--- config.mk ---
export PLATFORM = sky130hd
export DESIGN_NAME = e2q_mul
export DESIGN_NICKNAME = d
export VERILOG_FILES = /design/src/rtl/core/e2q_pkg.sv /design/src/rtl/core/e2q_mul.sv
export SDC_FILE = /design/constraint.sdc
export NUM_CORES = 2
export LEC_CHECK = 0
export ABC_CLOCK_PERIOD_IN_PS = 13700
export BUFFER_PORTS_ARGS = -buffer_cell sky130_fd_sc_hd__buf_2
export CORE_MARGIN = 3
export CORE_UTILIZATION = 55
export DETAILED_ROUTE_END_ITERATION = 6
export GPL_TIMING_DRIVEN = 0
export PLACE_DENSITY = 0.74
export SETUP_SLACK_MARGIN = 0.15
export SLEW_MARGIN = 20
export SYNTH_ARGS = -nofsm -noshare
export SYNTH_HDL_FRONTEND = slang
export SYNTH_SLANG_ARGS = --single-unit
--- constraint.sdc ---
create_clock -name clk_i -period 13.7 [get_ports clk_i]
set_clock_uncertainty 0.2 [all_clocks]
set_input_delay 2.74 -clock clk_i [delete_from_list [all_inputs] [get_ports clk_i]]
set_output_delay 2.74 -clock clk_i [all_outputs]
set_load 0.02 [all_outputs]
--- src/rtl/core/e2q_pkg.sv ---
// Shared constants and functions for the zyx Euler-to-quaternion pipeline.
// No dependencies.
`default_nettype none
package e2q_pkg;
  localparam int unsigned CordicSteps = 28;
  localparam int unsigned FracBits    = 30;
  localparam int unsigned Wf          = 60;
  localparam int unsigned RndW        = Wf - FracBits;
  localparam logic signed [63:0] PiW   = 64'sh3243F6A8885A308D;
  localparam logic signed [63:0] GainW = 64'sd700114967507363238;
  localparam logic signed [31:0] OneQ30 = 32'sd1073741824;

  // arctan(2^-i) at Wf fraction bits; truncated series as the spec gives
  function automatic logic signed [63:0] atan_pow2(input int unsigned i);
    logic signed [63:0] sum;
    logic [63:0]        term;
    int unsigned        e;
    sum = '0;
    if (i == 0) begin
      sum = PiW >>> 2;
    end else begin
      for (int unsigned k = 0; k < 61; k++) begin
        e = i * (2 * k + 1);
        if (e <= Wf) begin
          term = (64'd1 << (Wf - e)) / 64'(2 * k + 1);
          if (k[0]) sum = sum - $signed(term);
          else      sum = sum + $signed(term);
        end
      end
    end
    return sum;
  endfunction

  // round half away from zero by RndW bits
  function automatic logic signed [33:0] rnd_sc(input logic signed [63:0] v);
    logic [63:0] m;
    m = v[63] ? 64'(-v) : 64'(v);
    m = (m + (64'd1 << (RndW - 1))) >> RndW;
    return v[63] ? -34'($signed({1'b0, m[32:0]})) : 34'($signed({1'b0, m[32:0]}));
  endfunction
endpackage
`default_nettype wire

--- src/rtl/core/e2q_mul.sv ---
// One registered signed FracBits multiply with round half away from zero.
// Depends on e2q_pkg.
`default_nettype none
module e2q_mul (
  input  wire logic               clk_i,
  input  wire logic               en_i,
  input  wire logic signed [33:0] a_i,
  input  wire logic signed [33:0] b_i,
  output logic signed [33:0]      p_o
);
  logic [33:0] ma, mb;
  logic [67:0] pr, rr;
  logic        neg;
  logic signed [33:0] p_d;
  always_comb begin
    neg = a_i[33] ^ b_i[33];
    ma  = a_i[33] ? 34'(-a_i) : 34'(a_i);
    mb  = b_i[33] ? 34'(-b_i) : 34'(b_i);
    pr  = ma * mb;
    rr  = (pr + (68'd1 << (e2q_pkg::FracBits - 1))) >> e2q_pkg::FracBits;
    p_d = neg ? -$signed(rr[33:0]) : $signed(rr[33:0]);
  end
  always_ff @(posedge clk_i) begin
    if (en_i) p_o <= p_d;
  end
endmodule
`default_nettype wire

==> run metrics <==
initial antenna violation count=13; GPL Wtd Cong=1.070; DRC viols=0; Primary FF master, synth=edfxtp_1; cell taking the most area after synthesis=fa_1; IO Pins=104; initial DRC count=3893; FMAX=72.59 MHz; worst setup margin=-0.07678 ns; clk root buf=clkbuf_16; Top Registers=p_o (34); Initial Utilization=0.5583; Startpoint Class=input pin; vias in the first global route=between 30k and 40k; I/O Buffers=between 100 and 150; count leader, synth=inv_1; Rel. slew slack=0.03972; met3 usage=0.1198; Worst EP required=13.52 ns; Area contributors post-synth=fa_1, inv_1, ha_1, nand2_1, nor2_1; slowest library cell on the worst path=clkbuf_1; post-DR wirelength/cell=26.58 um; RSZ-0062 raised after global routing=true; min-delay src=en_i; result of the run=finished, violations left; GRT Overall Usage=0.4145; Gate Count Post-Synth=about 4.6k; Pre-antenna DRT Iters=7; via count=approximately 34k; Max Cap Violations=0; critical path's most frequent cell=fa_1; CP delay by family, top=adder cells; failing checks=negative setup slack; Most Used Layer, Global Route=met2; EDFF count, synth=34; Worst Path Arrival=13.60 ns; clk sink count=34; die area=0.07470 sq mm; hpwl dp=128100 um; row count=97; Layout Utilization=0.6330; critical path type=in -> reg; vias per cell=5.960; max FFs per register=34; Most flops, register=p_o; CTS clk-pin slew, worst paths=0.06 ns; HP Class=in -> reg; WHS Endpoint=p_o[28]$_DFFE_PP_; share of layout cells above drive strength 1=0.1231; Nets=6161; post-synth top area share=0.5185; final WL=152400 um; Final ANT Viol Nets=0; Core ar.=0.07039 sq mm; clk buf depth=2; CP Capture Type=register; CP Buf/Inv Count=9; CTS Buf Count=5; Cell Area, Synth=0.03930 sq mm; Max FO, Critical Path=10; Ys Warns=0; synth unique cells=73; met1 Usage GRT=0.5118; grt ovf=0; Critical path origin=b_i[33]; post-synthesis sequential area ratio=0.02598; Die H=between 200 and 300 um; final hold violations=0; synth-to-layout area growth=13.38%; first-pass GRT wire length=223700 um; post-synthesis async set-or-reset flop share=0; Tmin final=about 14 ns; CTS tree=done; worst hold path cell count=1; Net Count, Synth=between 5k and 6k; CP max stage delay=roughly 0.84 ns; Setup violations, final=8; met2 track demand over resource=0.6355; #FFs+latches synth=34; fin crit share=1.006; Mean Syn Cell Area=8.626 sq um; # H-tree levels=2; Synth top cells by count=inv_1, fa_1, nand2_1, nor2_1, ha_1; largest net degree at the start of global routing=35; Worst-Margin Slew=approximately 1.4 ns; DIE WIDTH=273.3 um; max-slew violations=0
[per-layer routing]
| metal | wire, um | vias to the layer above | part of all wire |
|---|---|---|---|
| met5 | 43 | - | 0.00028 |
| met4 | 13620 | 6 | 0.089 |
| li1 | - | 13829 | - |
| met3 | 19500 | 732 | 0.13 |
| met2 | 67660 | 2399 | 0.44 |
| met1 | 51620 | 17213 | 0.34 |
[worst max path at each step]
stage                     cells past startpoint                end  slack, ns
after floorplan                              37  p_o[31]$_DFFE_PP_       0.17
after global placement                       36  p_o[31]$_DFFE_PP_      -3.34
after detailed placement                     39  p_o[30]$_DFFE_PP_      -3.12
after CTS                                    37  p_o[30]$_DFFE_PP_       0.15
after global routing                         33  p_o[33]$_DFFE_PP_      -0.27
final                                        32  p_o[19]$_DFFE_PP_      -0.08
[metrics by stage]
step	cell area (sq um)	std cells	TNS [ns]	hold WS, ns	worst slack, ns
2_1_floorplan	39340	4556	0	2.653	0.1680
3_3_place_gp	41020	5597	-93.59	2.985	-3.343
3_5_place_dp	41460	5609	-86.81	2.984	-3.124
4_1_cts	43710	5702	0	2.896	0.1505
5_1_grt	44560	5733	-2.936	2.941	-0.2728
6_report	44560	5735	-0.3619	2.879	-0.07678
[cell families (layout without fill, tap and decap cells)]
family,count (synthesis),after routing,share of synthesized area
buf+inv,1303,1540,0.1247
simple gates,1451,1451,0.1522
xor+xnor,182,182,0.04075
fa+ha+maj,1299,1299,0.6080
compound gates,282,282,0.04709
mux,5,5,0.001273
flops,34,34,0.02598
other cells,0,2,0
[area by class of cell]
cell class	instances	area, sq um
multi-input combinational	3219	35220
fill	6007	25830
inverter	1097	4125
timing repair buffer	233	1628
buffer	202	1189
tap	940	1176
sequential	34	1021
clock buffer	5	125.1
clock inverter	3	68.82
antenna	2	5.005
[repair_timing]
item | CTS | global route
hold endpoints to repair | 0 | 0
hold buffers | 0 | 0
endpoints found under the setup margin | 34 | 26
pin swaps | 80 | 50
resized for setup | 331 | 168
buffers inserted | 88 | 31
gates cloned | 1 | 0
[cells in the final DEF (no fill, tap or decap), types with 9 or more instances in the layout]
cell type	n
nor2_1	561
nand2_1	676
o211ai_1	14
or4_1	10
inv_1	1090
xnor2_2	32
buf_8	9
xor2_4	11
ha_1	267
xnor2_4	11
buf_2	109
clkbuf_4	16
or3_1	10
clkbuf_8	19
a21oi_2	13
o21ai_0	35
a21oi_1	61
clkbuf_2	45
o21ai_2	12
o21ai_1	12
xnor2_1	63
fa_2	12
buf_6	18
a31oi_1	9
nand3_1	22
xor2_2	22
and2_1	39
o31ai_1	12
xor2_1	43
buf_4	111
nor3_1	11
a21o_1	17
fa_1	1006
edfxtp_1	34
nand4_1	23
clkbuf_1	100
Power is left out: the tool's default activity adds up to more than one toggle a clock period on the data nets, which glitch-free logic cannot reach.
